<file path="src/sv/rhsm_pkg.sv">
// shared types and constants for the rolling hash string matcher
// no dependencies; used by rhsm_cfg, rhsm_cell and the top level

package rhsm_pkg;

    // widths fixed by the item and register formats
    localparam int BYTE_W      = 8;
    localparam int LEN_W       = 5;
    localparam int POS_W       = 32;
    localparam int CFG_DATA_W  = 64;
    localparam int ADDR_W      = 5;
    localparam int REG_IDX_W   = 2;
    localparam int PAT_BYTES   = 16;
    localparam int PAT_IDX_W   = 4;

    // default window depth
    localparam int MAX_PATTERN = 16;

    // register indexes (byte address / 8)
    localparam logic [REG_IDX_W-1:0] REG_PAT_LO = 2'd0;
    localparam logic [REG_IDX_W-1:0] REG_PAT_HI = 2'd1;
    localparam logic [REG_IDX_W-1:0] REG_LEN    = 2'd2;

    // configuration as seen by the datapath
    typedef struct packed {
        logic [CFG_DATA_W-1:0] pat_lo;
        logic [CFG_DATA_W-1:0] pat_hi;
        logic [LEN_W-1:0]      len;     // clamped active length
        logic                  len_wr;  // pattern length written this cycle
    } cfg_t;

endpackage

</file>
<file path="src/sv/rhsm_cfg.sv">
// configuration register file with apb-style access
// depends on rhsm_pkg

module rhsm_cfg #(
    parameter int MAX_PATTERN = rhsm_pkg::MAX_PATTERN
) (
    input  logic                             clk,
    input  logic                             rst_n,
    input  logic                             psel,
    input  logic                             penable,
    input  logic                             pwrite,
    input  logic [rhsm_pkg::ADDR_W-1:0]      paddr,
    input  logic [rhsm_pkg::CFG_DATA_W-1:0]  pwdata,
    output logic [rhsm_pkg::CFG_DATA_W-1:0]  prdata,
    output logic                             pready,
    output rhsm_pkg::cfg_t                   cfg
);

    logic [rhsm_pkg::CFG_DATA_W-1:0] pat_lo_reg, pat_lo_next;
    logic [rhsm_pkg::CFG_DATA_W-1:0] pat_hi_reg, pat_hi_next;
    logic [rhsm_pkg::LEN_W-1:0]      len_reg, len_next;
    logic [rhsm_pkg::REG_IDX_W-1:0]  reg_idx;
    logic                            wr_en;

    assign pready  = 1'b1;
    assign reg_idx = paddr[rhsm_pkg::ADDR_W-1:rhsm_pkg::ADDR_W-rhsm_pkg::REG_IDX_W];
    assign wr_en   = psel && penable && pwrite;

    // register write decode
    always_comb
    begin
        pat_lo_next = pat_lo_reg;
        pat_hi_next = pat_hi_reg;
        len_next    = len_reg;
        if (wr_en)
        begin
            case (reg_idx)
                rhsm_pkg::REG_PAT_LO: pat_lo_next = pwdata;
                rhsm_pkg::REG_PAT_HI: pat_hi_next = pwdata;
                rhsm_pkg::REG_LEN:    len_next    = pwdata[rhsm_pkg::LEN_W-1:0];
                default:              ;
            endcase
        end
    end

    always_ff @(posedge clk or negedge rst_n)
    begin
        if (!rst_n)
        begin
            pat_lo_reg <= '0;
            pat_hi_reg <= '0;
            len_reg    <= rhsm_pkg::LEN_W'(1);
        end
        else
        begin
            pat_lo_reg <= pat_lo_next;
            pat_hi_reg <= pat_hi_next;
            len_reg    <= len_next;
        end
    end

    // read back
    always_comb
    begin
        case (reg_idx)
            rhsm_pkg::REG_PAT_LO: prdata = pat_lo_reg;
            rhsm_pkg::REG_PAT_HI: prdata = pat_hi_reg;
            rhsm_pkg::REG_LEN:    prdata = rhsm_pkg::CFG_DATA_W'(len_reg);
            default:              prdata = '0;
        endcase
    end

    // active length: zero acts as one, clamp to the window depth
    always_comb
    begin
        cfg.pat_lo = pat_lo_reg;
        cfg.pat_hi = pat_hi_reg;
        if (len_reg == '0)
            cfg.len = rhsm_pkg::LEN_W'(1);
        else if (len_reg > rhsm_pkg::LEN_W'(MAX_PATTERN))
            cfg.len = rhsm_pkg::LEN_W'(MAX_PATTERN);
        else
            cfg.len = len_reg;
        cfg.len_wr = wr_en && (reg_idx == rhsm_pkg::REG_LEN);
    end

endmodule

</file>
<file path="src/sv/rhsm_cell.sv">
// one window cell: holds a text byte, hands it on, compares the incoming byte
// depends on rhsm_pkg

module rhsm_cell (
    input  logic                        clk,
    input  logic                        rst_n,
    input  logic                        shift_en,
    input  logic                        clear,
    input  logic                        active,
    input  logic [rhsm_pkg::BYTE_W-1:0] byte_in,
    input  logic [rhsm_pkg::BYTE_W-1:0] pat_byte,
    output logic [rhsm_pkg::BYTE_W-1:0] byte_out,
    output logic                        mismatch
);

    logic [rhsm_pkg::BYTE_W-1:0] byte_reg, byte_next;

    // byte entering this cell on the shift, checked against its pattern byte
    assign mismatch = active && (byte_in != pat_byte);
    assign byte_out = byte_reg;

    always_comb
    begin
        byte_next = byte_reg;
        if (clear)
            byte_next = '0;
        else if (shift_en)
            byte_next = byte_in;
    end

    always_ff @(posedge clk or negedge rst_n)
    begin
        if (!rst_n)
            byte_reg <= '0;
        else
            byte_reg <= byte_next;
    end

endmodule

</file>
<file path="src/sv/rolling_hash_string_matcher.sv">
// Streaming pattern matcher. Each text byte is one input item and gives one
// result item in the next cycle; one item is taken every clock cycle while
// the output register is empty or its last result drains, else input stalls.
// The window is a chain of MAX_PATTERN byte cells that shift on every item;
// each cell compares its incoming byte with its pattern byte, so a match is
// the window being full and no active cell disagreeing. That equality also
// fixes the base-5 window hash to the pattern hash, so no hash is kept.
// match travels on tuser, the start index of the window on tdata (zero
// without a match). Writing the pattern length empties the window; the end
// of text flag clears window and position after its byte. Positions
// saturate at all ones. The pattern is configured through the apb port.
// depends on rhsm_pkg, rhsm_cfg and rhsm_cell

module rolling_hash_string_matcher #(
    parameter int MAX_PATTERN = rhsm_pkg::MAX_PATTERN
) (
    input  logic                             clk,
    input  logic                             rst_n,
    // text input
    input  logic                             s_tvalid,
    output logic                             s_tready,
    input  logic [7:0]                       s_tdata,   // text_char[7:0]
    input  logic                             s_tlast,   // end_of_text
    // results
    output logic                             m_tvalid,
    input  logic                             m_tready,
    output logic [31:0]                      m_tdata,   // match_start[31:0]
    output logic                             m_tuser,   // match
    // configuration
    input  logic                             psel,
    input  logic                             penable,
    input  logic                             pwrite,
    input  logic [rhsm_pkg::ADDR_W-1:0]      paddr,
    input  logic [rhsm_pkg::CFG_DATA_W-1:0]  pwdata,
    output logic [rhsm_pkg::CFG_DATA_W-1:0]  prdata,
    output logic                             pready
);

    rhsm_pkg::cfg_t cfg;

    logic [rhsm_pkg::BYTE_W-1:0] pat_bytes [rhsm_pkg::PAT_BYTES];
    logic [rhsm_pkg::BYTE_W-1:0] chain [MAX_PATTERN+1];
    logic [MAX_PATTERN-1:0]      mismatch;

    logic                        accept;
    logic                        hit;
    logic                        full_after;

    logic [rhsm_pkg::LEN_W-1:0]  fill_reg, fill_next;
    logic [rhsm_pkg::POS_W-1:0]  pos_reg, pos_next;
    logic                        out_valid_reg, out_valid_next;
    logic                        match_reg, match_next;
    logic [rhsm_pkg::POS_W-1:0]  start_reg, start_next;

    // configuration registers
    rhsm_cfg #(
        .MAX_PATTERN (MAX_PATTERN)
    ) u_cfg (
        .clk     (clk),
        .rst_n   (rst_n),
        .psel    (psel),
        .penable (penable),
        .pwrite  (pwrite),
        .paddr   (paddr),
        .pwdata  (pwdata),
        .prdata  (prdata),
        .pready  (pready),
        .cfg     (cfg)
    );

    // pattern bytes, byte 0 lowest
    generate
        for (genvar b = 0; b < rhsm_pkg::PAT_BYTES / 2; b++)
        begin : g_pat
            assign pat_bytes[b]   = cfg.pat_lo[b*rhsm_pkg::BYTE_W +: rhsm_pkg::BYTE_W];
            assign pat_bytes[b+8] = cfg.pat_hi[b*rhsm_pkg::BYTE_W +: rhsm_pkg::BYTE_W];
        end
    endgenerate

    assign s_tready = !out_valid_reg || m_tready;
    assign accept   = s_tvalid && s_tready;
    assign chain[0] = s_tdata;

    // window cells, cell 0 holds the newest byte
    generate
        for (genvar k = 0; k < MAX_PATTERN; k++)
        begin : g_cell
            logic [rhsm_pkg::LEN_W-1:0] sel;
            assign sel = cfg.len - rhsm_pkg::LEN_W'(1) - rhsm_pkg::LEN_W'(k);

            rhsm_cell u_cell (
                .clk      (clk),
                .rst_n    (rst_n),
                .shift_en (accept),
                .clear    (accept && s_tlast),
                .active   (rhsm_pkg::LEN_W'(k) < cfg.len),
                .byte_in  (chain[k]),
                .pat_byte (pat_bytes[sel[rhsm_pkg::PAT_IDX_W-1:0]]),
                .byte_out (chain[k+1]),
                .mismatch (mismatch[k])
            );
        end
    endgenerate

    // window full once this byte is in
    assign full_after = (fill_reg >= cfg.len - rhsm_pkg::LEN_W'(1));
    assign hit        = full_after && (mismatch == '0);

    // fill count and text position
    always_comb
    begin
        fill_next = fill_reg;
        pos_next  = pos_reg;
        if (cfg.len_wr)
            fill_next = '0;
        if (accept)
        begin
            if (s_tlast)
            begin
                fill_next = '0;
                pos_next  = '0;
            end
            else
            begin
                if (fill_reg < cfg.len)
                    fill_next = fill_reg + rhsm_pkg::LEN_W'(1);
                if (pos_reg != '1)
                    pos_next = pos_reg + rhsm_pkg::POS_W'(1);
            end
        end
    end

    // output register
    always_comb
    begin
        out_valid_next = out_valid_reg;
        match_next     = match_reg;
        start_next     = start_reg;
        if (accept)
        begin
            out_valid_next = 1'b1;
            match_next     = hit;
            start_next     = hit ? pos_reg - rhsm_pkg::POS_W'(cfg.len) + rhsm_pkg::POS_W'(1)
                                 : '0;
        end
        else if (m_tready)
        begin
            out_valid_next = 1'b0;
        end
    end

    always_ff @(posedge clk or negedge rst_n)
    begin
        if (!rst_n)
        begin
            fill_reg      <= '0;
            pos_reg       <= '0;
            out_valid_reg <= 1'b0;
        end
        else
        begin
            fill_reg      <= fill_next;
            pos_reg       <= pos_next;
            out_valid_reg <= out_valid_next;
        end
    end

    always_ff @(posedge clk)
    begin
        match_reg <= match_next;
        start_reg <= start_next;
    end

    assign m_tvalid = out_valid_reg;
    assign m_tuser  = match_reg;
    assign m_tdata  = start_reg;

    // checks
    a_fill_bounded: assert property (@(posedge clk) disable iff (!rst_n)
        fill_reg <= cfg.len)
        else $error("fill count beyond active length");

    a_no_match_zero_start: assert property (@(posedge clk) disable iff (!rst_n)
        (m_tvalid && !m_tuser) |-> (m_tdata == '0))
        else $error("start index set without a match");

    a_end_clears: assert property (@(posedge clk) disable iff (!rst_n)
        (accept && s_tlast) |=> (fill_reg == '0 && pos_reg == '0))
        else $error("end of text did not clear window state");

    a_ready_follows_output: assert property (@(posedge clk) disable iff (!rst_n)
        s_tready == (!m_tvalid || m_tready))
        else $error("input ready out of step with output register");

    a_match_needs_full: assert property (@(posedge clk) disable iff (!rst_n)
        (accept && hit) |-> (fill_reg + rhsm_pkg::LEN_W'(1) >= cfg.len))
        else $error("match reported on a partly filled window");

endmodule

</file>
<file path="config.mk">
export PLATFORM = sky130hd
export DESIGN_NAME = rolling_hash_string_matcher
export DESIGN_NICKNAME = d
export VERILOG_FILES = /design/src/sv/rhsm_pkg.sv /design/src/sv/rhsm_cfg.sv /design/src/sv/rhsm_cell.sv /design/src/sv/rolling_hash_string_matcher.sv
export SDC_FILE = /design/constraint.sdc
export NUM_CORES = 1
export LEC_CHECK = 0
export BUFFER_PORTS_ARGS = -buffer_cell sky130_fd_sc_hd__buf_2
export CELL_PAD_IN_SITES_DETAIL_PLACEMENT = 1
export CELL_PAD_IN_SITES_GLOBAL_PLACEMENT = 1
export CORE_MARGIN = 2
export CORE_UTILIZATION = 40
export DETAILED_ROUTE_END_ITERATION = 6
export PLACE_DENSITY = 0.76
export SYNTH_ARGS = -nofsm -noshare
export SYNTH_HDL_FRONTEND = slang
export SYNTH_HIERARCHICAL = 1
export SYNTH_SLANG_ARGS = --single-unit
</file>
<file path="constraint.sdc">
create_clock -name clk -period 14.1 [get_ports clk]
set_input_delay 1.41 -clock clk [delete_from_list [all_inputs] [get_ports clk]]
set_output_delay 1.41 -clock clk [all_outputs]
set_load 0.005 [all_outputs]
</file>
==> impl_metrics.tcl, run 1 <==
set metrics [dict create \
    buffer_ports.inserted 180 \
    finalNonFillerCells 2970 \
    cts_sinks 324 \
    swShare 0.460 \
    avgViaCountPerCell 5.92 \
    synthesized_area_sq_um 23800 \
    netSwitchingPower_w 0.00270 \
    p_leak_nw 12.8 \
    worst_setup_path_start_kind "flop" \
    cpPeakStageDelay_ns 0.87 \
    hold_start "m_tvalid" \
    dpl.cell_count 2896 \
    tritoncts "done" \
    design_area_sq_um 26600 \
    path_class "reg -> reg" \
    critical_path.max_fanout 73 \
    ant_nets 0 \
    postSynthCellCount 2049 \
    critical-path-top-delay-family "simple AND/OR/NAND/NOR gates" \
    dieArea_sq_um 61400 \
    ioPinCount 185 \
    crit-reg2reg-capture "m_tdata[10]" \
    residual_drc_count 0 \
    crit_buf_inv 4 \
    drt_pass1_iterations 5 \
    final_setup_violation_count 0 \
    synth.yosys.warnings 6 \
    pwr-share-seq 0.214 \
    number_of_global_route_vias_before_repair 19000 \
    intPower_w 0.00318 \
    cts_setup_buffers 0 \
    finalWeightedCongestion 0.938 \
    die-height_um 248 \
    min_path_cells 2 \
    first_pass_grt_wire_length_mm 119 \
    slew_headroom 0.225 \
    placedInstanceArea_sq_um 25200 \
    routed_wirelength_normalized_by_instance_count_um 26.3 \
    clock_path_buffers 3 \
    grt_max_degree 127 \
    final.period_utilization 0.533 \
    worstRegToRegCells 17 \
    worst_ep_required_time_ns 14.52 \
    numCtsBuffers 40 \
    rr_startpoint "u_cfg/len_reg[2]" \
    cp_cell_sequence "nor3_1, nor2_1, nor2_4, inv_1, buf_4, ha_4, buf_4, mux4_2, mux4_2, xor2_1, nor4_1, a21boi_1, nor4_1, nand4_1, or2_2, inv_2, o311a_1" \
    final_max_slew_viol_count 0 \
    critical_path_end_type "flop" \
    pre_cts_ws_ns 6.66 \
    timing.fmax_ghz 0.133 \
    power-per-cell-area_nw_per_um2 221 \
    final.fill_count 6323 \
    count_of_nets_after_finishing 2333 \
    place_hpwl_mm 58.4 \
    ff2ff_setup_slack_ns 6.58 \
    grt_use_total 0.258 \
    cts-hold-fix-buffers 0 \
    totalNegativeSetupSlack_ns 0 \
    syn_nets 2217 \
    critical-path-slowest-cell "sky130_fd_sc_hd__buf_4" \
    postSynthAreaPerCell_sq_um 11.6 \
    floorplan.die.width_um 248 \
    via_count 17600 \
    share_comb_of_total_power 0.604 \
    dr.first_iter.drc_count 1238 \
    postRouteWirelength_mm 78.1 \
    finClkSkew_ns 0.0210 \
    fin_crit_ns 7.52 \
    antenna_found_initial 4 \
    layout_setup_ws_ns 6.58 \
    run_status "complete, no violations" \
    clkLatencyLatePin_ns 0.57 \
    globalRoute.totalOverflow 0 \
    largest_register_ffs 120 \
    worst_setup_hold_path_clk_slew_ns 0.06 \
    worstHoldPathType "reg -> reg" \
    core.rowCount 89 \
    fp.coreArea_sq_um 58900 \
    drive_above_1_share 0.259 \
    ctsRootBufferMaster "sky130_fd_sc_hd__clkbuf_16" \
    power.clock.fraction 0.182 \
    worst-slew-pin-transition_ns 1.16 \
    ir_worst_vdd_mv 0.134 \
    area_growth_pct 11.9 \
    ctsHtreeMaxLevel 2 \
    timing_hold_violations_final 0 \
    starting_utilization_of_the_core_area 0.403 \
    cts-resized-gates 0 \
    grt_setup_unrepaired "false" \
    max_cap_violations 0 \
    min_delay_worst_endpoint "m_tvalid" \
    worst_endpoint_data_arrival_time_ns 7.94 \
]
cells in the final DEF, fill, tap and decap left out, types with 6 or more instances in the layout:
cell                        count
sky130_fd_sc_hd__buf_4         21
sky130_fd_sc_hd__ha_1          81
sky130_fd_sc_hd__nor2b_1        8
sky130_fd_sc_hd__inv_1         47
sky130_fd_sc_hd__dfrtp_1      290
sky130_fd_sc_hd__nor4_1        37
sky130_fd_sc_hd__clkbuf_8       8
sky130_fd_sc_hd__nand3_1       24
sky130_fd_sc_hd__a21o_1        24
sky130_fd_sc_hd__clkinv_2       7
sky130_fd_sc_hd__o21ai_0       32
sky130_fd_sc_hd__nand2_1       53
sky130_fd_sc_hd__xnor2_1       29
sky130_fd_sc_hd__and2_1         6
sky130_fd_sc_hd__mux4_2       144
sky130_fd_sc_hd__edfxtp_1      33
sky130_fd_sc_hd__a21oi_1       41
sky130_fd_sc_hd__nand4_1        9
sky130_fd_sc_hd__xor2_1       149
sky130_fd_sc_hd__nor3_1        10
sky130_fd_sc_hd__mux2_2       129
sky130_fd_sc_hd__a21boi_1      16
sky130_fd_sc_hd__o21bai_1       6
sky130_fd_sc_hd__mux2i_1      410
sky130_fd_sc_hd__buf_2        178
sky130_fd_sc_hd__nand2b_1       7
sky130_fd_sc_hd__clkbuf_16     41
sky130_fd_sc_hd__nor2_1       252
stage by stage:
step                      hold WS, ns  power, W   util
final                           0.552   0.00588  0.451
after global routing            0.584   0.00612  0.451
after CTS                       0.547   0.00585  0.451
after detailed placement        0.538   0.00475  0.428
after global placement          0.508   0.00463  0.428
after floorplan                 0.495   0.00363      -
worst register-to-register path, cell delays in order (launching register included):
cell and delay (ns):
sky130_fd_sc_hd__dfrtp_1 0.43, sky130_fd_sc_hd__nor3_1 0.26, sky130_fd_sc_hd__nor2_1 0.12, sky130_fd_sc_hd__nor2_4 0.40, sky130_fd_sc_hd__inv_1 0.08, sky130_fd_sc_hd__buf_4 0.21, sky130_fd_sc_hd__ha_4 0.86, sky130_fd_sc_hd__buf_4 0.93
sky130_fd_sc_hd__mux4_2 0.61, sky130_fd_sc_hd__mux4_2 0.53, sky130_fd_sc_hd__xor2_1 0.17, sky130_fd_sc_hd__nor4_1 0.60, sky130_fd_sc_hd__a21boi_1 0.16, sky130_fd_sc_hd__nor4_1 0.43, sky130_fd_sc_hd__nand4_1 0.38, sky130_fd_sc_hd__or2_2 0.66
sky130_fd_sc_hd__inv_2 0.31, sky130_fd_sc_hd__o311a_1 0.25
area by class of cell:
type / instances / area (sq um) / area share
antenna: 4 / 10.0 / 0.000377
clock buffer: 53 / 1150 / 0.0433
clock inverter: 17 / 191 / 0.00720
inverter: 50 / 195 / 0.00734
multi-input combinational: 1548 / 14700 / 0.553
sequential: 324 / 8270 / 0.311
tap: 773 / 967 / 0.0364
timing repair buffer: 201 / 1080 / 0.0408
power by group through the flow:
stage	registers [W]	clock network [W]	logic, W
global placement	0.00124	0	0.00338
floorplan	0.00118	0	0.00245
detailed placement	0.00127	0	0.00348
global route	0.00128	0.00112	0.00372
finish	0.00126	0.00107	0.00355
CTS	0.00125	0.00109	0.00351
how the worst max path moves through the flow:
stage | start | endpoint | slack [ns] | cells past startpoint
2_1_floorplan | u_cfg/len_reg[2] | m_tdata[11] | 8.38 | 24
3_3_place_gp | u_cfg/len_reg[2] | m_tdata[31] | 6.96 | 18
3_5_place_dp | u_cfg/len_reg[2] | m_tdata[10] | 6.66 | 17
4_1_cts | u_cfg/len_reg[2] | m_tdata[10] | 6.55 | 17
5_1_grt | u_cfg/len_reg[2] | m_tdata[10] | 6.27 | 18
6_report | u_cfg/len_reg[2] | m_tdata[10] | 6.58 | 17
per-layer routing:
metal | wire (um) | global-route usage | up-vias | share of wire
met1 | 31800 | 0.322 | 9231 | 0.41
met4 | 4440 | 0.133 | 0 | 0.057
li1 | - | - | 7726 | -
met3 | 3460 | 0.0335 | 146 | 0.044
met2 | 38400 | 0.436 | 481 | 0.49
met5 | 0 | 0 | - | 0
Power figures use the tool's default switching activity.
==> run 2: changes to the inputs <==
Settings changed: PLACE_DENSITY 0.76 to 0.78.
Clock period 14.1 ns to 6.8 ns, I/O delays scaled along.
==> run 2 against run 1 <==
Against the previous run:
- clock power up 120%
- highest routed layer unchanged
- count of clock-buffer cells in the layout up 5
- largest power group unchanged
- largest cell class unchanged
- critical endpoint is now m_tdata[28]
- register-to-register slack worse by 5.8 ns
- hold slack worse by 0.47 ns
==> impl_metrics.tcl, run 2 (synthesized netlist as in run 1, its figures left out) <==
set metrics [dict create \
    final_max_slew_viol_count 0 \
    timing.fmax_ghz 0.165 \
    worst_setup_path_start_kind "flop" \
    finalWeightedCongestion 0.922 \
    worst_setup_hold_path_clk_slew_ns 0.06 \
    timing_hold_violations_final 0 \
    share_comb_of_total_power 0.594 \
    area_growth_pct 12.9 \
    place_hpwl_mm 57.8 \
    layout_commonest_cell "sky130_fd_sc_hd__mux2i_1" \
    ctsRootBufferMaster "sky130_fd_sc_hd__clkbuf_16" \
    fin_crit_ns 6.07 \
    starting_utilization_of_the_core_area 0.403 \
    netSwitchingPower_w 0.00554 \
    worst-slew-pin-transition_ns 1.10 \
    worst_endpoint_data_arrival_time_ns 6.47 \
    die-height_um 248 \
    power-per-cell-area_nw_per_um2 460 \
    ir_worst_vdd_mv 0.273 \
    first_pass_grt_wire_length_mm 118 \
    worst_ep_required_time_ns 7.20 \
    grt_setup_unrepaired "false" \
    ctsHtreeMaxLevel 2 \
    p_leak_nw 12.9 \
    final_setup_violation_count 0 \
    worstRegToRegCells 16 \
    routed_wirelength_normalized_by_instance_count_um 26.1 \
    dr.first_iter.drc_count 1162 \
    power.clock.fraction 0.193 \
    grt_max_degree 135 \
    cts-resized-gates 0 \
    count_of_nets_after_finishing 2347 \
    residual_drc_count 0 \
    clock_path_buffers 3 \
    intPower_w 0.00682 \
    fp.coreArea_sq_um 58900 \
    critical_path_end_type "flop" \
    final.period_utilization 0.892 \
    numCtsBuffers 40 \
    cts_sinks 324 \
    run_status "complete, no violations" \
    max_cap_violations 0 \
    layout.cells.most_common_list "410 x sky130_fd_sc_hd__mux2i_1, 290 x sky130_fd_sc_hd__dfrtp_1, 252 x sky130_fd_sc_hd__nor2_1" \
    floorplan.die.width_um 248 \
    critical_path.max_fanout 25 \
    finClkSkew_ns 0.0175 \
    postRouteWirelength_mm 77.9 \
    core.rowCount 89 \
    swShare 0.448 \
    totalNegativeSetupSlack_ns 0 \
    holdWs_ns 0.0773 \
    ff2ff_setup_slack_ns 0.73 \
    largest_register_ffs 120 \
    tritoncts "done" \
    avgViaCountPerCell 5.93 \
    cts-hold-fix-buffers 0 \
    antenna_found_initial 6 \
    dieArea_sq_um 61400 \
    slew_headroom 0.270 \
    ioPinCount 185 \
    globalRoute.totalOverflow 0 \
    via_count 17700 \
    drive_above_1_share 0.262 \
    rr_startpoint "u_cfg/len_reg[4]" \
    ant_nets 0 \
    crit-reg2reg-capture "m_tdata[28]" \
    path_class "reg -> reg" \
    buffer_ports.inserted 180 \
    drt_pass1_iterations 5 \
    clkLatencyLatePin_ns 0.57 \
    grt_use_total 0.254 \
    pwr-share-seq 0.213 \
    worstHoldPathType "in -> async" \
    number_of_global_route_vias_before_repair 18900 \
    cts_setup_buffers 0 \
]
[run 2: metrics by stage]
stage	area, sq um	setup slack (ns)	utilization	power, W	instances
6_report	26800	0.734	0.455	0.0124	2991
4_1_cts	26800	0.830	0.455	0.0123	2984
3_5_place_dp	25400	0.944	0.431	0.00982	2910
5_1_grt	26800	0.537	0.455	0.0128	2989
2_1_floorplan	23800	1.08	-	0.00753	2049
3_3_place_gp	25400	1.07	0.431	0.00955	2910
[run 2: cell type report]
type | count | area [sq um]
well taps | 773 | 967
repair buffers | 215 | 1240
multi-input cells | 1548 | 14700
flip-flops and latches | 324 | 8270
clock buffers | 58 | 1170
inverters | 50 | 195
fillers | 6286 | 32100
diodes | 7 | 17.5
clock inverters | 16 | 274
[run 2: worst max-delay path by stage]
| stage | start | to | depth (start not counted) |
|---|---|---|---|
| after floorplan | u_cfg/len_reg[2] | m_tdata[11] | 24 |
| after global placement | u_cfg/len_reg[4] | m_tdata[24] | 16 |
| after detailed placement | u_cfg/len_reg[4] | m_tdata[28] | 16 |
| after CTS | u_cfg/len_reg[4] | m_tdata[28] | 16 |
| after global routing | u_cfg/len_reg[4] | m_tdata[24] | 16 |
| final | u_cfg/len_reg[4] | m_tdata[28] | 16 |
[run 2: per-layer routing]
metal  wire (um)  vias to the layer above  track usage
met3        3880                      167       0.0322
met4        4300                        0        0.132
li1            -                     7753            -
met2       38800                      565        0.434
met5           0                        -            0
met1       31000                     9252        0.316
[run 2: power groups by stage]
| stage | Combinational, W | Sequential, W | Clock, W |
|---|---|---|---|
| global placement | 0.00694 | 0.00261 | 0 |
| floorplan | 0.00508 | 0.00245 | 0 |
| detailed placement | 0.00717 | 0.00266 | 0 |
| CTS | 0.00724 | 0.00263 | 0.00241 |
| finish | 0.00734 | 0.00264 | 0.00238 |
| global route | 0.00768 | 0.00267 | 0.00248 |
[run 2: worst max-delay path, cell delays in order (launching register included)]
cell	delay, ns
sky130_fd_sc_hd__dfrtp_1	0.54
sky130_fd_sc_hd__nor2b_1	0.33
sky130_fd_sc_hd__inv_1	0.25
sky130_fd_sc_hd__ha_4	0.24
sky130_fd_sc_hd__xnor2_4	0.33
sky130_fd_sc_hd__ha_1	0.36
sky130_fd_sc_hd__a21boi_0	0.57
sky130_fd_sc_hd__xnor2_4	0.44
sky130_fd_sc_hd__mux2i_1	0.31
sky130_fd_sc_hd__xor2_1	0.15
sky130_fd_sc_hd__nor4_1	0.63
sky130_fd_sc_hd__a21boi_1	0.16
sky130_fd_sc_hd__nor4_1	0.33
sky130_fd_sc_hd__nand4_1	0.37
sky130_fd_sc_hd__or2_2	0.42
sky130_fd_sc_hd__buf_4	0.23
sky130_fd_sc_hd__nor3b_1	0.22
